--- src/hw/rtl/m4i_pkg.sv ---
// ----------------------------------------------------------------------------
// m4i_pkg: shared types and constants of the 4x4 matrix inverse
// Widths of the fixed-point datapath and the divider request and response.
// ----------------------------------------------------------------------------
package m4i_pkg;

  localparam int EW     = 32;
  localparam int FB     = 16;
  localparam int MUL_W  = EW + 1;
  localparam int PROD_W = 2 * MUL_W;
  localparam int ADJ_W  = 3 * EW + 2;
  localparam int ACC_W  = 4 * EW + 4;
  localparam int NUM_W  = ADJ_W + 2 * FB;
  localparam int Q_W    = EW + 1;

  typedef logic signed [EW-1:0] elem_t;
  typedef logic signed [MUL_W-1:0] mul_op_t;
  typedef logic signed [PROD_W-1:0] prod_t;

  typedef struct packed {
    logic             start;
    logic [NUM_W-1:0] num;
    logic [ACC_W-1:0] den;
  } div_req_t;

  typedef struct packed {
    logic           done;
    logic           ovf;
    logic [Q_W-1:0] quo;
  } div_rsp_t;

endpackage

--- src/hw/rtl/m4i_mul.sv ---
// ----------------------------------------------------------------------------
// m4i_mul: shared signed multiplier
// One signed multiply per cycle with a registered product.
// ----------------------------------------------------------------------------
module m4i_mul (
  input  logic             clk,
  input  m4i_pkg::mul_op_t x_i,
  input  m4i_pkg::mul_op_t y_i,
  output m4i_pkg::prod_t   prod_r
);

  always_ff @(posedge clk) begin
    prod_r <= x_i * y_i;
  end

endmodule

--- config.mk ---
export PLATFORM = sky130hd
export DESIGN_NAME = m4i_mul
export DESIGN_NICKNAME = d
export VERILOG_FILES = /design/src/hw/rtl/m4i_pkg.sv /design/src/hw/rtl/m4i_mul.sv
export SDC_FILE = /design/constraint.sdc
export NUM_CORES = 2
export LEC_CHECK = 0
export ABC_AREA = 1
export BUFFER_PORTS_ARGS = -buffer_cell sky130_fd_sc_hd__buf_2
export CORE_MARGIN = 2
export CORE_UTILIZATION = 60
export DETAILED_ROUTE_END_ITERATION = 8
export PLACE_DENSITY = 0.81
export SYNTH_ARGS = -nofsm -noshare
export SYNTH_HDL_FRONTEND = slang
export SYNTH_SLANG_ARGS = --single-unit
--- constraint.sdc ---
create_clock -name clk -period 11.3 [get_ports clk]
set_input_delay 2.26 -clock clk [delete_from_list [all_inputs] [get_ports clk]]
set_output_delay 2.26 -clock clk [all_outputs]
set_load 0.01 [all_outputs]
== After elaboration in Yosys (flattened, before gate mapping) ==
Index checks and enable logic that the tools add are counted.
Widths: inputs -> output; s select.
Cells by class
  multiply operators: 1
Operator list (count)
  $mul 33x33->66: 1
Word-level totals
  register bits after elaboration: 66
  input port bits: 67
  output and inout port bits: 66
  word-level logic and storage cells: 2

== Longest topological paths before layout ==
  depth after elaboration: 1
  gate-level depth with buffers: 34
  gate-level depth less buffers: 32

== Worst setup path after synthesis ==
No wires, ideal clock.
  kind: input port to flip-flop
  start: in x_i[32]
  end: reg prod_r[60]
  library setup time: 0.113 ns
  arrival time: 8.903 ns
  required time: 11.187 ns
  slack: 2.284 ns
  cell stages on the path: 23
  path buffers: 2
  cells stage by stage: clkbuf_1 clkbuf_1 nand2_1 inv_1 fa_1 fa_1 fa_1 fa_1 inv_1 fa_1 fa_1 fa_1 fa_1 inv_1 ha_1 nand2_1 nor2_1 inv_1 nor3_1 nand2_1 and2_0 nand4_1 nand2_1
Between the ends
  word-level cells in the longest chain between the ends: 1
Ends and longest elaborated chain
  from (decl): line m4i_mul.sv:7  | input m4i_pkg::mul_op_t x_i,
  $mul 33x33->66: line m4i_mul.sv:13  | prod_r <= x_i * y_i;
  to (signal assigned): line m4i_mul.sv:13
  to (decl): line m4i_mul.sv:9  | output m4i_pkg::prod_t prod_r
No other way between the ends.

== Worst setup path in the final report ==
  start: in x_i[32]
  end: reg prod_r[57]
The elaborated chain is that of the path after synthesis.

==> metrics.txt <==
Slew headroom 24.88%; max_cap viols 0; worst slew pin tran around 1100 ps; top flop regs prod_r x66; PortBufs 132; layout cells sized above 1 3.974%; largest fanout on the critical path 33; largest net degree at the start of global routing 34; status finished, final reports clean; post-CTS setup repair buffer count 0; Starting Density 60.50%; Hold Path Class input pin to flop; setup TNS 0 ps; DRT iter0 DRCs roughly 2.7k; asr flop ratio synth 0%; Synth area leader fa_1; total track usage 32.88%; Vias/cell 5.243; die span in x 272.2 µm; hold path startpoint y_i[0]; drt first pass iters 5; RePlAce Congestion around 0.98; vias after detailed routing 33.49k; Largest register FFs 66; total gr overflow 0; worst path required time between 10,000 and 15,000 ps; CTS resizes 0; Mapped Area 43,170 µm²; share of the synthesized area in the top cell type around 53%; ranking of synthesized cells by area fa_1, inv_1, nand2_1; # DRC 0; core area ~71,000 µm²; Nets 6,859; site row count a little under 100; wire per inst ~18 µm; Synth Area per Inst around 8 µm²; Final ANT Viol Nets 0; Setup CP Type input pin to flop; Min-Delay Endpoint prod_r[0]$_DFF_P_; Max Clk Rate ~0.1 GHz; Gate Count Post-Synth 5,543; Post-CTS Hold Fix Bufs 0; post-synthesis sequential area ratio roughly 3.1%; top-count cell post-synth inv_1; Syn Nets 6,972; synth cell count leaders inv_1, nand2_1, fa_1, clkbuf_1, ha_1; DP HPWL approximately 95 mm; Worst EP arrival between 10,000 and 15,000 ps; ys flop type dfxtp_1; full die area 74,120 µm²; global-route wire length before repair approximately 190 mm; CTS tree yes; hold depth 3; Final min period 9776 ps; Clock Tree Buf Depth 2; Post-synth EDFFs 0; YS warnings 0; Final Hold Fails 0; Clock Pin Slew Worst Setup and Hold Paths 90 ps; Reg with most FFs prod_r; Unique masters post-synth 35; flop and latch count out of synthesis 66; initial antenna violation count 8; number of top-level pins ~130; Setup crit end kind flop; max-slew violation count 0; CTS Sinks 66; root buf cell clkbuf_16; area grow syn2layout 2.942%; CTS H-tree depth 3; final setup violating endpoints 0; Die Ht 272.2 µm; vias in the first global route 37.59k; crit start category input pin; Period Utilization, post-route approximately 87%; RSZ-0062 raised after global routing false; CTS buffer count 9; Post-Route WL ~110 mm
[layout make-up]
class / instances / area [µm²]
multi-input combinational: 3319 / 33750
clock buffer: 9 / 225.2
tap: 950 / 1189
antenna: 2 / 5.005
clock inverter: 7 / 125.1
sequential: 66 / 1321
fill: 6076 / 26920
timing repair buffer: 139 / 713.2
inverter: 1895 / 7113
[cells in the final DEF, fill, tap and decap left out, types with 2 or more instances in the layout]
cell,n
inv_1,1894
nand2_1,1517
fa_1,1145
ha_1,217
buf_2,132
nor2_1,131
nand3_1,70
dfxtp_1,66
a21oi_1,61
xor2_1,37
nor2_2,20
o21ai_0,19
nand4_1,19
nand2_2,17
o21bai_1,14
clkbuf_16,9
nand3_2,8
nor3_1,7
buf_4,7
or2_2,5
a21oi_2,4
xnor2_1,4
nor4_1,4
nor2_4,3
o21ai_1,3
nand3b_1,3
bufinv_16,3
diode_2,2
a21o_1,2
and2_1,2
inv_6,2
clkinv_4,2
[worst max path at each step]
stage	from	to	slack, ps	cells past startpoint
3_3_place_gp	y_i[0]	prod_r[64]$_DFF_P_	1410	23
6_report	x_i[32]	prod_r[57]$_DFF_P_	1520	21
5_1_grt	x_i[32]	prod_r[60]$_DFF_P_	980	24
3_5_place_dp	x_i[32]	prod_r[60]$_DFF_P_	1300	23
2_1_floorplan	x_i[32]	prod_r[60]$_DFF_P_	2280	23
4_1_cts	x_i[32]	prod_r[60]$_DFF_P_	1620	23
[cell families after synthesis]
kind of cell	synth area share, %
buf+inv	18.76
simple gates	16.59
fa+ha+maj	59.38
compound gates	1.377
flops	3.060
xor+xnor	0.8317
[stage by stage]
stage               util, %  setup slack, ps  hold slack [ps]  instance area (µm²)  std cells
floorplan                 -             2284             2524                43170       5543
global placement      61.78             1415             2653                44090       6369
detailed placement    61.78             1300             2652                44090       6369
CTS                   62.27             1624             2437                44440       6385
global route          62.28            983.4             2486                44440       6387
finish                62.28             1524             2451                44440       6387
[metal layers]
layer  part of all wire (%)  GRT usage (%)
met1                     35          39.79
met2                     50          57.47
met3                    9.1          5.519
met4                    5.5          15.43
met5                  0.055              0
[worst max-delay path: stages]
cell and delay [ps]:
buf_2 510, nand2_1 180, inv_1 180, fa_1 510
fa_1 630, fa_1 680, fa_1 1260, fa_1 580
fa_1 500, fa_1 480, inv_1 50, fa_1 480
inv_1 40, ha_1 390, nand2_1 140, nor2_1 230
nand3_1 210, nor2_1 220, o21ai_0 230, nand4_1 150
nand2_1 50
Power is left out: the tool's default activity adds up to more than one toggle a clock period on the data nets, which glitch-free logic cannot reach.
