### config.mk
export PLATFORM = sky130hd
export DESIGN_NAME = m4i_div
export DESIGN_NICKNAME = d
export VERILOG_FILES = /design/src/hw/rtl/m4i_pkg.sv /design/src/hw/rtl/m4i_div.sv
export SDC_FILE = /design/constraint.sdc
export NUM_CORES = 1
export LEC_CHECK = 0
export BUFFER_PORTS_ARGS = -buffer_cell sky130_fd_sc_hd__buf_2
export CAP_MARGIN = 20
export CORE_MARGIN = 8
export CORE_UTILIZATION = 44
export CTS_CLUSTER_SIZE = 10
export DETAILED_ROUTE_END_ITERATION = 6
export MAX_ROUTING_LAYER = met4
export PLACE_DENSITY = 0.69
export REMOVE_ABC_BUFFERS = 1
export SKIP_LAST_GASP = 1
export SLEW_MARGIN = 30
export SYNTH_ARGS = -nofsm -noshare
export SYNTH_HDL_FRONTEND = slang
export SYNTH_SLANG_ARGS = --single-unit
### constraint.sdc
create_clock -name clk -period 10.6 [get_ports clk]
set_clock_uncertainty 0.2 [all_clocks]
set_input_delay 1.59 -clock clk [delete_from_list [all_inputs] [get_ports clk]]
set_output_delay 1.59 -clock clk [all_outputs]
set_load 0.1 [all_outputs]
### src/hw/rtl/m4i_pkg.sv
// ----------------------------------------------------------------------------
// m4i_pkg: shared types and constants of the 4x4 matrix inverse
// Widths of the fixed-point datapath and the divider request and response.
// ----------------------------------------------------------------------------
package m4i_pkg;

  localparam int EW     = 32;
  localparam int FB     = 16;
  localparam int MUL_W  = EW + 1;
  localparam int PROD_W = 2 * MUL_W;
  localparam int ADJ_W  = 3 * EW + 2;
  localparam int ACC_W  = 4 * EW + 4;
  localparam int NUM_W  = ADJ_W + 2 * FB;
  localparam int Q_W    = EW + 1;

  typedef logic signed [EW-1:0] elem_t;
  typedef logic signed [MUL_W-1:0] mul_op_t;
  typedef logic signed [PROD_W-1:0] prod_t;

  typedef struct packed {
    logic             start;
    logic [NUM_W-1:0] num;
    logic [ACC_W-1:0] den;
  } div_req_t;

  typedef struct packed {
    logic           done;
    logic           ovf;
    logic [Q_W-1:0] quo;
  } div_rsp_t;

endpackage

### src/hw/rtl/m4i_div.sv
// ----------------------------------------------------------------------------
// m4i_div: restoring unsigned divider
// Produces one quotient bit per cycle and keeps the low quotient bits with a
// sticky flag for any higher bit that was set.
// ----------------------------------------------------------------------------
module m4i_div (
  input  logic              clk,
  input  logic              rst_n,
  input  m4i_pkg::div_req_t req,
  output m4i_pkg::div_rsp_t rsp
);

  localparam int CNT_W = $clog2(m4i_pkg::NUM_W);

  logic                        busy_r;
  logic                        done_r;
  logic [CNT_W-1:0]            cnt_r;
  logic [m4i_pkg::NUM_W-1:0]   num_r;
  logic [m4i_pkg::ACC_W-1:0]   den_r;
  logic [m4i_pkg::ACC_W-1:0]   rem_r;
  logic [m4i_pkg::Q_W-1:0]     quo_r;
  logic                        ovf_r;
  logic [m4i_pkg::ACC_W:0]     trial;
  logic [m4i_pkg::ACC_W:0]     diff;
  logic                        ge;

  always_comb begin
    trial = {rem_r, num_r[m4i_pkg::NUM_W-1]};
    diff  = trial - {1'b0, den_r};
    ge    = trial >= {1'b0, den_r};
  end

  always_ff @(posedge clk) begin
    if (!rst_n) begin
      busy_r <= 1'b0;
      done_r <= 1'b0;
    end else begin
      done_r <= 1'b0;
      if (req.start) begin
        busy_r <= 1'b1;
        cnt_r  <= '0;
        num_r  <= req.num;
        den_r  <= req.den;
        rem_r  <= '0;
        quo_r  <= '0;
        ovf_r  <= 1'b0;
      end else if (busy_r) begin
        rem_r <= ge ? diff[m4i_pkg::ACC_W-1:0] : trial[m4i_pkg::ACC_W-1:0];
        num_r <= num_r << 1;
        quo_r <= {quo_r[m4i_pkg::Q_W-2:0], ge};
        ovf_r <= ovf_r | quo_r[m4i_pkg::Q_W-1];
        cnt_r <= cnt_r + 1'b1;
        if (cnt_r == CNT_W'(m4i_pkg::NUM_W - 1)) begin
          busy_r <= 1'b0;
          done_r <= 1'b1;
        end
      end
    end
  end

  assign rsp.done = done_r;
  assign rsp.ovf  = ovf_r;
  assign rsp.quo  = quo_r;

endmodule

# [After elaboration in Yosys (flattened, before gate mapping)]
# Cells that the tools add are included.
[word_totals] reg_bits=438 out_inout_bits=35 elab_cells=30
[op_classes] addsub=2 magnitude_cmp=1 n_eq_ne=1 mux=11 n_bitwise=3 reduce_logical=4
[op_table] operator="two-way mux 132 bit" count=2
[op_table] operator="two-way mux 130 bit" count=2
[op_table] operator=">= comparator 133 x 132 -> 1 bit" count=1
[op_table] operator="subtractor 132 bit" count=1
[op_table] operator="two-way mux 33 bit" count=1
[op_table] operator="adder 8 x 1 -> 8 bit, second input constant" count=1
[op_table] operator="== test 8 bit, second input constant" count=1
[op_table] operator="two-way mux 8 bit" count=1
[op_table] operator="two-way mux 1 bit" count=5
[op_table] operator="AND reduction 2 bit" count=2
[op_table] operator="OR reduction 3 bit" count=1
[op_table] operator="inverter 1 bit" count=2
[op_table] operator="nonzero test 2 bit" count=1
[op_table] operator="OR 1 bit" count=1

# [Depth between registers and ports, before layout]
# Gate-level depths: netlist of run 1.
[logic_depth] word_depth=4 depth_mapped=19 depth_no_buf=15

# [Least setup slack after synthesis of run 1]
# No wires, ideal clock.
[synth_path] kind="in2reg" start="input req[262] in the netlist's numbering" end="register cnt_r[0] (enable)" arrival_ns=8.635 required_time_ns=9.705 setup_slack_ns=1.070 stages=2 n_path_buf=1 path_cell_list="clkbuf_1 o21a_1"
[synth_via] elab_chain_len=2
[synth_rtl] element="start: declaration" line="m4i_div.sv:9" text="input m4i_pkg::div_req_t req,"
[synth_rtl] element="nonzero test 2 bit (no source line)"
[synth_rtl] element="AND reduction 2 bit (no source line)"
[synth_rtl] element="end signal: assignment" line="m4i_div.sv:52" text="cnt_r <= cnt_r + 1'b1;"
[synth_rtl] element="end: declaration" line="m4i_div.sv:17" text="logic [CNT_W-1:0] cnt_r;"
# Every way passes these cells.
# A chain may end at the register's enable or synchronous reset.

# [Final worst setup path of run 1]
[layout_path] start="register rem_r[4] in the netlist's numbering" end="register rem_r[126] in the netlist's numbering, data pin"
[layout_via] elab_chain_len=3
[layout_rtl] element="start: declaration" line="m4i_div.sv:20" text="logic [m4i_pkg::ACC_W-1:0] rem_r;"
[layout_rtl] element="start signal: assignment" line="m4i_div.sv:48" text="rem_r <= ge ? diff[m4i_pkg::ACC_W-1:0] : trial[m4i_pkg::ACC_W-1:0];"
[layout_rtl] element="subtractor 132 bit or >= comparator 133 x 132 -> 1 bit (tied branches)" line="m4i_div.sv:29, m4i_div.sv:30"
[layout_rtl] element="two-way mux 132 bit *" line="m4i_div.sv:48"
[layout_rtl] element="two-way mux 132 bit *" line="m4i_div.sv:47" text="end else if (busy_r) begin"
# Every way passes the cells marked *; elsewhere a longest branch is shown, timed or not. The select of a mux whose other input is x is not followed.

==> results.sh, run 1 <==
export IMPL_worst_setup_hold_path_clk_slew_ns=0.06
export IMPL_leakagePower_nw=12.0
export IMPL_aggregate_global_route_resource_usage=0.197
export IMPL_weighted_congestion_at_the_end_of_routability_driven_global_placement=0.927
export IMPL_dp_hpwl_um=49700
export IMPL_hold_path_startpoint="busy_r"
export IMPL_htreeDepth=2
export IMPL_synth_top_cell_by_area="sky130_fd_sc_hd__edfxtp_1"
export IMPL_ys_warn_count=0
export IMPL_clk_root_buffer_cell="sky130_fd_sc_hd__clkbuf_16"
export IMPL_worstReg2RegStart="rem_r[4]"
export IMPL_period_share=0.553
export IMPL_ir_drop_mv=0.137
export IMPL_chipWidth_um=260
export IMPL_drv_slew=0
export IMPL_detail_route_wirelength_um=67100
export IMPL_setup_tns_final_ns=0
export IMPL_grt_util_met3=0.0414
export IMPL_initial_core_util=0.445
export IMPL_port_buffers=299
export IMPL_post_place_cells=3379
export IMPL_grt_busiest_layer="met2"
export IMPL_criticalPathCategory="reg2reg"
export IMPL_synth_lib_cells_used_distinct=76
export IMPL_synth_avg_cell_area_sq_um=10.8
export IMPL_wl_per_cell_um=19.3
export IMPL_worstSkewPairLatency_ns=0.61
export IMPL_r2r_worst_path_cells=15
export IMPL_power_per_cell_area_mw_per_mm2=176
export IMPL_grt_pass1_wl_um=106000
export IMPL_worstSetupEndpointType="register"
export IMPL_setup_reg_to_reg_worst_slack_ns=4.74
export IMPL_run_status="finished, final reports clean"
export IMPL_grt_overflow_total=0
export IMPL_placeableCoreArea_sq_mm=0.0590
export IMPL_met2_capacity_usage_during_global_routing=0.313
export IMPL_timing_final_setup_violations=0
export IMPL_ff_latch_area_sq_mm=0.0131
export IMPL_synth_compound_area_share=0.136
export IMPL_via_count=19407
export IMPL_fmax_ghz=0.171
export IMPL_post_cts_resized=0
export IMPL_final_nets=3061
export IMPL_num_fill_cells=5362
export IMPL_syn_cell_area_sq_mm=0.0263
export IMPL_min_path_cells=1
export IMPL_hold_viol=0
export IMPL_maxCapViolations=0
export IMPL_most_common_layout_cells="436 x sky130_fd_sc_hd__edfxtp_1, 298 x sky130_fd_sc_hd__buf_2, 211 x sky130_fd_sc_hd__a21oi_1"
export IMPL_final_instance_count_excl_fill=3468
export IMPL_most_common_cell_after_layout_fill_and_taps_aside="sky130_fd_sc_hd__edfxtp_1"
export IMPL_worst_r2r_endpoint="rem_r[126]"
export IMPL_detail_route_vias_per_cell=5.60
export IMPL_cts_made_buffers=53
export IMPL_postSynthRegisterBits=438
export IMPL_antenna_violations_before_repair=12
export IMPL_synthTopCellsByArea="sky130_fd_sc_hd__edfxtp_1 50%, sky130_fd_sc_hd__ha_1 6.4%, sky130_fd_sc_hd__mux2_2 5.5%"
export IMPL_synth_yosys_seq_area_share=0.500
export IMPL_top_level_ports=300
export IMPL_synth_async_sr_flop_share=0
export IMPL_synthCells=2428
export IMPL_post_synth_fa_ha_maj_area_fraction=0.0646
export IMPL_synth_top_flop_cell="sky130_fd_sc_hd__edfxtp_1"
export IMPL_transition_at_the_pin_with_the_smallest_max_transition_slack_ns=0.987
export IMPL_rsz0062_at_grt="no"
export IMPL_flow_area_growth_from_synthesis_pct=13.5
export IMPL_largest_net_degree_at_the_start_of_global_routing=142
export IMPL_crit_path_start_kind="register"
export IMPL_route_detailed_drc=0
export IMPL_cts_hold_bufs=0
export IMPL_die_height_um=260
export IMPL_post_synth_mux_area_share=0.0965
export IMPL_grt_use_met1=0.257
export IMPL_detail_route_first_pass_iterations=6
export IMPL_multiInputGateArea_sq_mm=0.0118
export IMPL_design_power_total_mw=5.24
export IMPL_worst_slew_margin_rel=0.335
export IMPL_signal_arrival_time_at_the_worst_endpoint_ns=6.02
export IMPL_main_combinational_cell_family_by_area_after_synthesis="compound AO/OA/AOI/OAI gates"
export IMPL_timing_critical_path_required_ns=10.75
export IMPL_postCtsSetupBuffers=0
export IMPL_die_area_sq_mm=0.0677
export IMPL_min_path_type="reg2reg"
export IMPL_antenna_violating_nets_post_route=0
export IMPL_first_iter_violations=1412
export IMPL_rows=89
export IMPL_number_of_global_route_vias_before_repair=19724
export IMPL_drive_gt1_frac=0.195
export IMPL_timing_hold_worst_endpoint="done_r"
export IMPL_synth_xor_xnor_area_share=0.0444
export IMPL_clock_sink_count=438
export IMPL_final_hold_slack_ns=0.333
export IMPL_netlist_area_leader_share=0.499
export IMPL_fin_crit_ns=5.86
export IMPL_clock_tree_buffer_depth=3
export IMPL_cts_tree="done"
export IMPL_synth_edff_count=436
export IMPL_simple_gate_portion_of_the_synthesized_area=0.109
export IMPL_timing_critical_path_fanout_max=43
[state kept, by name, indices dropped and copies added (netlist names)]
register	cells
den_r	132
rem_r	132
num_r	130
quo_r	33
cnt_r	8
busy_r	1
done_r	1
ovf_r	1
[cells by family (layout without fill, tap and decap cells)]
| logic type | count (synthesis) | in the layout |
|---|---|---|
| muxes | 237 | 237 |
| DFF | 438 | 438 |
| AOI/OAI and AO/OA | 571 | 571 |
| adders and majority gates | 135 | 135 |
| buffers and inverters | 319 | 574 |
| xor gates and xnor gates | 133 | 133 |
| and+or+nand+nor | 595 | 595 |
| other | 0 | 12 |
[worst max-delay path by stage]
stage	start	endpoint	slack (ns)
after CTS	rem_r[4]	rem_r[122]	4.75
after global placement	rem_r[4]	rem_r[118]	5.04
after detailed placement	rem_r[4]	rem_r[124]	4.75
after global routing	rem_r[4]	rem_r[126]	4.38
final	rem_r[4]	rem_r[126]	4.74
after floorplan	req[262]	cnt_r[0]	1.38
[cells in the mapped netlist (5+ instances only)]
library cell               instances
sky130_fd_sc_hd__a21o_1           54
sky130_fd_sc_hd__nand3b_1          5
sky130_fd_sc_hd__buf_4            12
sky130_fd_sc_hd__a22o_1           17
sky130_fd_sc_hd__ha_1            134
sky130_fd_sc_hd__a211o_1           6
sky130_fd_sc_hd__a21boi_0         10
sky130_fd_sc_hd__nand3_1          30
sky130_fd_sc_hd__a211oi_1          8
sky130_fd_sc_hd__a21oi_1         211
sky130_fd_sc_hd__a31oi_1          23
sky130_fd_sc_hd__xnor2_1          80
sky130_fd_sc_hd__nand4_1          71
sky130_fd_sc_hd__mux2_2          129
sky130_fd_sc_hd__o221ai_1          5
sky130_fd_sc_hd__and2_1           10
sky130_fd_sc_hd__nor4_1            9
sky130_fd_sc_hd__mux2i_1         108
sky130_fd_sc_hd__nor2_1          206
sky130_fd_sc_hd__o21bai_1         37
sky130_fd_sc_hd__nand2b_1         11
sky130_fd_sc_hd__edfxtp_1        436
sky130_fd_sc_hd__buf_2            16
sky130_fd_sc_hd__nor2b_1          42
sky130_fd_sc_hd__o31ai_1           7
sky130_fd_sc_hd__o21ai_0         113
sky130_fd_sc_hd__and4_1           12
sky130_fd_sc_hd__or3_1             9
sky130_fd_sc_hd__inv_1           186
sky130_fd_sc_hd__xor2_1           53
sky130_fd_sc_hd__nand2_1         144
sky130_fd_sc_hd__nor3_1           19
sky130_fd_sc_hd__clkbuf_1         99
sky130_fd_sc_hd__o21a_1           15
sky130_fd_sc_hd__and3_1            8
sky130_fd_sc_hd__o211ai_1         11
[stage by stage]
stage          worst slack, ns  area, sq um   util
3_5_place_dp              4.75        28300  0.479
5_1_grt                   4.38        29800  0.505
2_1_floorplan             1.38        25700      -
4_1_cts                   4.75        29800  0.504
3_3_place_gp              5.04        28300  0.479
6_report                  4.74        29800  0.505
[area by class of cell]
cell class | count | share of cell area
clock inverters | 15 | 0.00470
flip-flops and latches | 438 | 0.441
repair buffers | 310 | 0.0544
inverters | 187 | 0.0241
diodes | 12 | 0.00101
well taps | 773 | 0.0325
multi-input cells | 1671 | 0.397
clock buffers | 62 | 0.0456
[layer usage]
| metal | part of all wire | routed length, um |
|---|---|---|
| met2 | 0.47 | 31400 |
| met1 | 0.44 | 29400 |
| met5 | 0 | 0 |
| met4 | 0.022 | 1460 |
| met3 | 0.072 | 4810 |
[critical path, stage by stage, from the launching register on]
cell                       delay, ns
sky130_fd_sc_hd__edfxtp_1       0.40
sky130_fd_sc_hd__ha_1           0.39
sky130_fd_sc_hd__o21a_1         0.20
sky130_fd_sc_hd__o21ai_0        0.29
sky130_fd_sc_hd__a31oi_4        0.07
sky130_fd_sc_hd__a31oi_1        0.33
sky130_fd_sc_hd__o31a_1         0.35
sky130_fd_sc_hd__o211ai_2       0.19
sky130_fd_sc_hd__a221oi_2       0.40
sky130_fd_sc_hd__nand4_2        0.16
sky130_fd_sc_hd__a31oi_1        0.33
sky130_fd_sc_hd__o41a_2         0.61
sky130_fd_sc_hd__buf_4          0.65
sky130_fd_sc_hd__or2_1          0.49
sky130_fd_sc_hd__clkinv_8       0.21
sky130_fd_sc_hd__a22o_1         0.23
[power breakdown]
part | internal [mW] | total (mW) | switching [mW]
registers | 2.10 | 2.16 | 0.0607
logic | 0.562 | 1.45 | 0.883
clock network | 0.930 | 1.64 | 0.709
Note: power is estimated with default switching activity, not from simulation.
==> run 2, diff against run 1 <==
- ABC_AREA: default -> 1
- PLACE_DENSITY: 0.69 -> 0.7
- clock period: 10.6 -> 4.7 ns (I/O delays scaled with it)
==> results.sh, run 2 <==
export IMPL_placement_stage_cell_area_sq_mm=0.0344
export IMPL_first_iter_violations=2579
export IMPL_cts_made_buffers=53
export IMPL_synth_top_cell_by_area="sky130_fd_sc_hd__edfxtp_1"
export IMPL_min_path_cells=1
export IMPL_chipWidth_um=285
export IMPL_largest_net_degree_at_the_start_of_global_routing=167
export IMPL_cpLargestDelayFamily="simple AND/OR/NAND/NOR gates"
export IMPL_grt_overflow_total=0
export IMPL_ys_warn_count=0
export IMPL_transition_at_the_pin_with_the_smallest_max_transition_slack_ns=1.06
export IMPL_aggregate_global_route_resource_usage=0.270
export IMPL_netlist_area_leader_share=0.411
export IMPL_via_count=29504
export IMPL_flow_area_growth_from_synthesis_pct=12.6
export IMPL_most_common_layout_cells="2004 x sky130_fd_sc_hd__nand2_1, 999 x sky130_fd_sc_hd__inv_1, 560 x sky130_fd_sc_hd__nor2_1"
export IMPL_detail_route_vias_per_cell=4.88
export IMPL_rsz0062_at_grt="no"
export IMPL_weighted_congestion_at_the_end_of_routability_driven_global_placement=1.04
export IMPL_slowest_stage_cell_crit_path="sky130_fd_sc_hd__ha_1"
export IMPL_die_height_um=285
export IMPL_maxCapViolations=0
export IMPL_synthCells=4768
export IMPL_final_nets=5468
export IMPL_critical_path_max_stage_delay_ns=0.53
export IMPL_worstSkewPairLatency_ns=0.62
export IMPL_detail_route_wirelength_um=110000
export IMPL_run_status="finished, final reports clean"
export IMPL_synth_compound_area_share=0.0399
export IMPL_most_common_cell_after_layout_fill_and_taps_aside="sky130_fd_sc_hd__nand2_1"
export IMPL_worst_setup_hold_path_clk_slew_ns=0.06
export IMPL_synth_edff_count=436
export IMPL_cts_tree="done"
export IMPL_drv_slew=0
export IMPL_syn_cell_area_sq_mm=0.0319
export IMPL_clock_sink_count=438
export IMPL_worst_slew_margin_rel=0.291
export IMPL_synth_common_cells="2005 x sky130_fd_sc_hd__nand2_1, 1001 x sky130_fd_sc_hd__inv_1, 560 x sky130_fd_sc_hd__nor2_1"
export IMPL_wl_per_cell_um=18.2
export IMPL_min_path_type="in2reg"
export IMPL_timing_critical_path_required_ns=4.98
export IMPL_multiInputGateArea_sq_mm=0.0145
export IMPL_num_fill_cells=7515
export IMPL_synth_lib_cells_used_distinct=39
export IMPL_postSynthRegisterBits=438
export IMPL_path_buf_inv=1
export IMPL_timing_critical_path_depth=14
export IMPL_synth_xor_xnor_area_share=0.0192
export IMPL_synth_avg_cell_area_sq_um=6.69
export IMPL_hold_viol=0
export IMPL_port_buffers=299
export IMPL_place_ws_ns=0.642
export IMPL_clk_root_buffer_cell="sky130_fd_sc_hd__clkbuf_16"
export IMPL_post_synth_mux_area_share=0
export IMPL_crit_path_start_kind="register"
export IMPL_power_per_cell_area_mw_per_mm2=386
export IMPL_ir_drop_mv=0.323
export IMPL_rows=98
export IMPL_crit_path_frequent_cell="sky130_fd_sc_hd__nand2_1"
export IMPL_simple_gate_portion_of_the_synthesized_area=0.341
export IMPL_layout_setup_ws_ns=0.408
export IMPL_biggestRegsByFlops="den_r (132), rem_r (132), num_r (130)"
export IMPL_detail_route_first_pass_iterations=7
export IMPL_timing_final_setup_violations=0
export IMPL_synthTopCellsByArea="sky130_fd_sc_hd__edfxtp_1 41%, sky130_fd_sc_hd__nand2_1 24%, sky130_fd_sc_hd__inv_1 12%"
export IMPL_period_share=0.913
export IMPL_fmax_ghz=0.233
export IMPL_clock_tree_buffer_depth=3
export IMPL_timing_critical_path_fanout_max=166
export IMPL_synth_top_flop_cell="sky130_fd_sc_hd__edfxtp_1"
export IMPL_top_level_ports=300
export IMPL_grt_pass1_wl_um=166000
export IMPL_post_cts_resized=0
export IMPL_synth_yosys_seq_area_share=0.412
export IMPL_drive_gt1_frac=0.0869
export IMPL_postCtsSetupBuffers=0
export IMPL_design_power_total_mw=13.9
export IMPL_placeableCoreArea_sq_mm=0.0716
export IMPL_main_combinational_cell_family_by_area_after_synthesis="simple AND/OR/NAND/NOR gates"
export IMPL_antenna_violating_nets_post_route=0
export IMPL_r2r_worst_path_cells=14
export IMPL_htreeDepth=2
export IMPL_criticalPathCategory="reg2reg"
export IMPL_synth_most_common_cell="sky130_fd_sc_hd__nand2_1"
export IMPL_route_detailed_drc=0
export IMPL_signal_arrival_time_at_the_worst_endpoint_ns=4.57
export IMPL_ff_latch_area_sq_mm=0.0131
export IMPL_cts_hold_bufs=0
export IMPL_worstSetupEndpointType="register"
export IMPL_initial_core_util=0.445
export IMPL_crit_chain="ha_1 -> nand2_1 -> nor2_1 -> nand2_1 -> nor2_2 -> nand2_1 -> nor2_2 -> nand4_1 -> nand2_1 -> nor2_1 -> nand2_4 -> buf_12 -> o21ai_1 -> nor2_1"
export IMPL_leakagePower_nw=19.6
export IMPL_number_of_global_route_vias_before_repair=28345
export IMPL_antenna_violations_before_repair=8
export IMPL_final_hold_slack_ns=0.0638
export IMPL_synth_async_sr_flop_share=0
export IMPL_post_synth_fa_ha_maj_area_fraction=0.0532
export IMPL_fin_crit_ns=4.29
export IMPL_dp_hpwl_um=89500
export IMPL_die_area_sq_mm=0.0813
export IMPL_stdcell_area_sq_mm=0.0359
## run 2: area by class of cell
cell class,instances,area share
antenna,8,0.000558
clock buffer,59,0.0376
clock inverter,15,0.00345
inverter,1020,0.107
multi-input combinational,3231,0.403
sequential,438,0.366
tap,950,0.0331
timing repair buffer,324,0.0498
## run 2: cell families after synthesis
kind of cell,Yosys count
compound gates,248
fa+ha+maj,135
buf+inv,1099
simple gates,2778
xor+xnor,70
flops,438
## run 2: per-layer routing
metal | global-route usage | wire length, um
met1 | 0.371 | 49900
met4 | 0.0734 | 3240
met3 | 0.0419 | 8750
met2 | 0.414 | 48100
met5 | - | 0
## run 2: power breakdown
group	switching, mW	internal [mW]
Sequential	0.180	4.85
Combinational	3.69	1.48
Clock	1.59	2.07
## run 2: per-stage QoR
step                TNS (ns)  utilization  std cells
finish                     0        0.501       6045
global route               0        0.501       6045
CTS                        0        0.501       6037
detailed placement         0        0.481       5963
global placement           0        0.481       5963
floorplan           -1072.00            -       4689
## run 2: final timing paths
check	from	endpoint	slack [ns]
worst min-delay path	req[16]	den_r[16]	0.06
worst min register to register	num_r[40]	num_r[41]	0.31
worst max-delay path	rem_r[67]	rem_r[49]	0.41
worst max register to register	rem_r[67]	rem_r[49]	0.41
==> run 3, diff against run 2 <==
- CORE_MARGIN: 8 -> default
==> results.sh, run 3 (synthesis results as in run 2) <==
export IMPL_weighted_congestion_at_the_end_of_routability_driven_global_placement=1.08
export IMPL_detail_route_first_pass_iterations=5
export IMPL_design_power_total_mw=14.3
export IMPL_top_level_ports=300
export IMPL_grt_busiest_layer="met2"
export IMPL_worstSetupEndpointType="register"
export IMPL_chipWidth_um=271
export IMPL_die_area_sq_mm=0.0736
export IMPL_fin_crit_ns=4.05
export IMPL_postLayoutCoreUtil=0.504
export IMPL_port_buffers=299
export IMPL_grt_overflow_total=0
export IMPL_dp_hpwl_um=92000
export IMPL_crit_chain="ha_1 -> nand2_1 -> nor2_1 -> nand2_1 -> nor2_2 -> nand2_1 -> nor2_2 -> nand4_1 -> nand2_1 -> nor2_1 -> nand2_8 -> inv_2 -> buf_12 -> nor2_1 -> nor2_1"
export IMPL_antenna_violations_before_repair=12
export IMPL_met2_capacity_usage_during_global_routing=0.472
export IMPL_number_of_global_route_vias_before_repair=27957
export IMPL_route_detailed_drc=0
export IMPL_placeableCoreArea_sq_mm=0.0716
export IMPL_antenna_violating_nets_post_route=0
export IMPL_die_height_um=271
export IMPL_cts_hold_bufs=0
export IMPL_aggregate_global_route_resource_usage=0.313
export IMPL_initial_core_util=0.445
export IMPL_worst_slew_margin_rel=0.440
export IMPL_criticalPathCategory="reg2reg"
export IMPL_grt_pass1_wl_um=167000
export IMPL_slowest_stage_cell_crit_path="sky130_fd_sc_hd__ha_1"
export IMPL_detail_route_vias_per_cell=4.92
export IMPL_via_count=29857
export IMPL_drive_gt1_frac=0.0875
export IMPL_timing_critical_path_required_ns=4.87
export IMPL_final_nets=5470
export IMPL_final_hold_slack_ns=0.0500
export IMPL_biggestRegsByFlops="den_r (132), rem_r (132), num_r (130)"
export IMPL_fmax_ghz=0.247
export IMPL_worst_setup_hold_path_clk_slew_ns=0.06
export IMPL_signal_arrival_time_at_the_worst_endpoint_ns=4.22
export IMPL_flow_area_growth_from_synthesis_pct=13.3
export IMPL_power_per_cell_area_mw_per_mm2=395
export IMPL_hold_viol=0
export IMPL_period_share=0.861
export IMPL_critical_path_max_stage_delay_ns=0.48
export IMPL_rsz0062_at_grt="no"
export IMPL_drv_slew=0
export IMPL_cts_made_buffers=53
export IMPL_post_cts_resized=0
export IMPL_ir_drop_mv=0.418
export IMPL_clock_tree_buffer_depth=3
export IMPL_largest_net_degree_at_the_start_of_global_routing=135
export IMPL_worstSkewPairLatency_ns=0.63
export IMPL_wl_per_cell_um=18.6
export IMPL_crit_path_start_kind="register"
export IMPL_grt_util_met3=0.0507
export IMPL_clk_root_buffer_cell="sky130_fd_sc_hd__clkbuf_16"
export IMPL_timing_critical_path_fanout_max=94
export IMPL_rows=98
export IMPL_first_iter_violations=2759
export IMPL_grt_use_met1=0.432
export IMPL_maxCapViolations=0
export IMPL_most_common_cell_after_layout_fill_and_taps_aside="sky130_fd_sc_hd__nand2_1"
export IMPL_htreeDepth=2
export IMPL_most_common_layout_cells="2004 x sky130_fd_sc_hd__nand2_1, 999 x sky130_fd_sc_hd__inv_1, 560 x sky130_fd_sc_hd__nor2_1"
export IMPL_cts_tree="done"
export IMPL_final_instance_count_excl_fill=6064
export IMPL_cpLargestDelayFamily="simple AND/OR/NAND/NOR gates"
export IMPL_transition_at_the_pin_with_the_smallest_max_transition_slack_ns=0.840
export IMPL_path_buf_inv=2
export IMPL_num_fill_cells=7382
export IMPL_clock_sink_count=438
export IMPL_detail_route_wirelength_um=113000
export IMPL_timing_final_setup_violations=0
export IMPL_min_path_type="in2reg"
export IMPL_leakagePower_nw=19.7
export IMPL_postCtsSetupBuffers=0
export IMPL_post_place_cells=5965
export IMPL_run_status="finished, final reports clean"
## run 3: cell types whose count changed in the layout (fill, tap and decap cells not counted), sizes merged
cell,before,now
clkinvlp,2,1
bufinv,1,3
buf,324,326
inv,1021,1020
diode,8,15
clkbuf,59,70
clkinv,11,10
## run 3: area by class of cell
type | instances | area (sq um) | share of cell area
inverter | 1020 | 3840 | 0.106
clock inverter | 14 | 190 | 0.00526
timing repair buffer | 326 | 1850 | 0.0513
antenna | 15 | 37.5 | 0.00104
clock buffer | 70 | 1410 | 0.0391
tap | 950 | 1190 | 0.0329
sequential | 438 | 13100 | 0.364
multi-input combinational | 3231 | 14500 | 0.401
## run 3: worst register-to-register path: cells and delay by family (launching register included)
kind	cells	cell delay, ns
fa+ha+maj	1	0.48
buf+inv	2	0.33
flops	1	0.41
simple gates	12	2.36
## run 3: path summary, 6_finish.rpt
check	start	endpoint	slack, ns	depth (start not counted)
worst max register to register	rem_r[67]	rem_r[42]	0.65	15
worst min-delay path	req[123]	den_r[123]	0.05	1
worst min register to register	num_r[77]	num_r[78]	0.30	2
worst max-delay path	rem_r[67]	rem_r[42]	0.65	15
## run 3: layer usage
metal	wire length, um	vias up
met5	0	-
met4	3570	0
met3	9280	146
met2	49200	1161
met1	51100	13569
li1	-	14981
## run 3: metrics by stage
stage / cell area (sq um) / setup TNS, ns / setup WS, ns
after floorplan: 31400 / -1072.00 / -3.48
after global placement: 34500 / 0 / 0.787
after detailed placement: 34500 / 0 / 0.697
after CTS: 36100 / 0 / 0.631
after global routing: 36100 / 0 / 0.454
final: 36100 / 0 / 0.652
## run 3: power breakdown
part / switching [mW] / internal (mW) / total (mW)
clock: 1.66 / 2.25 / 3.91
sequential: 0.193 / 4.85 / 5.04
combinational: 3.80 / 1.50 / 5.30
total: 5.66 / 8.60 / 14.3
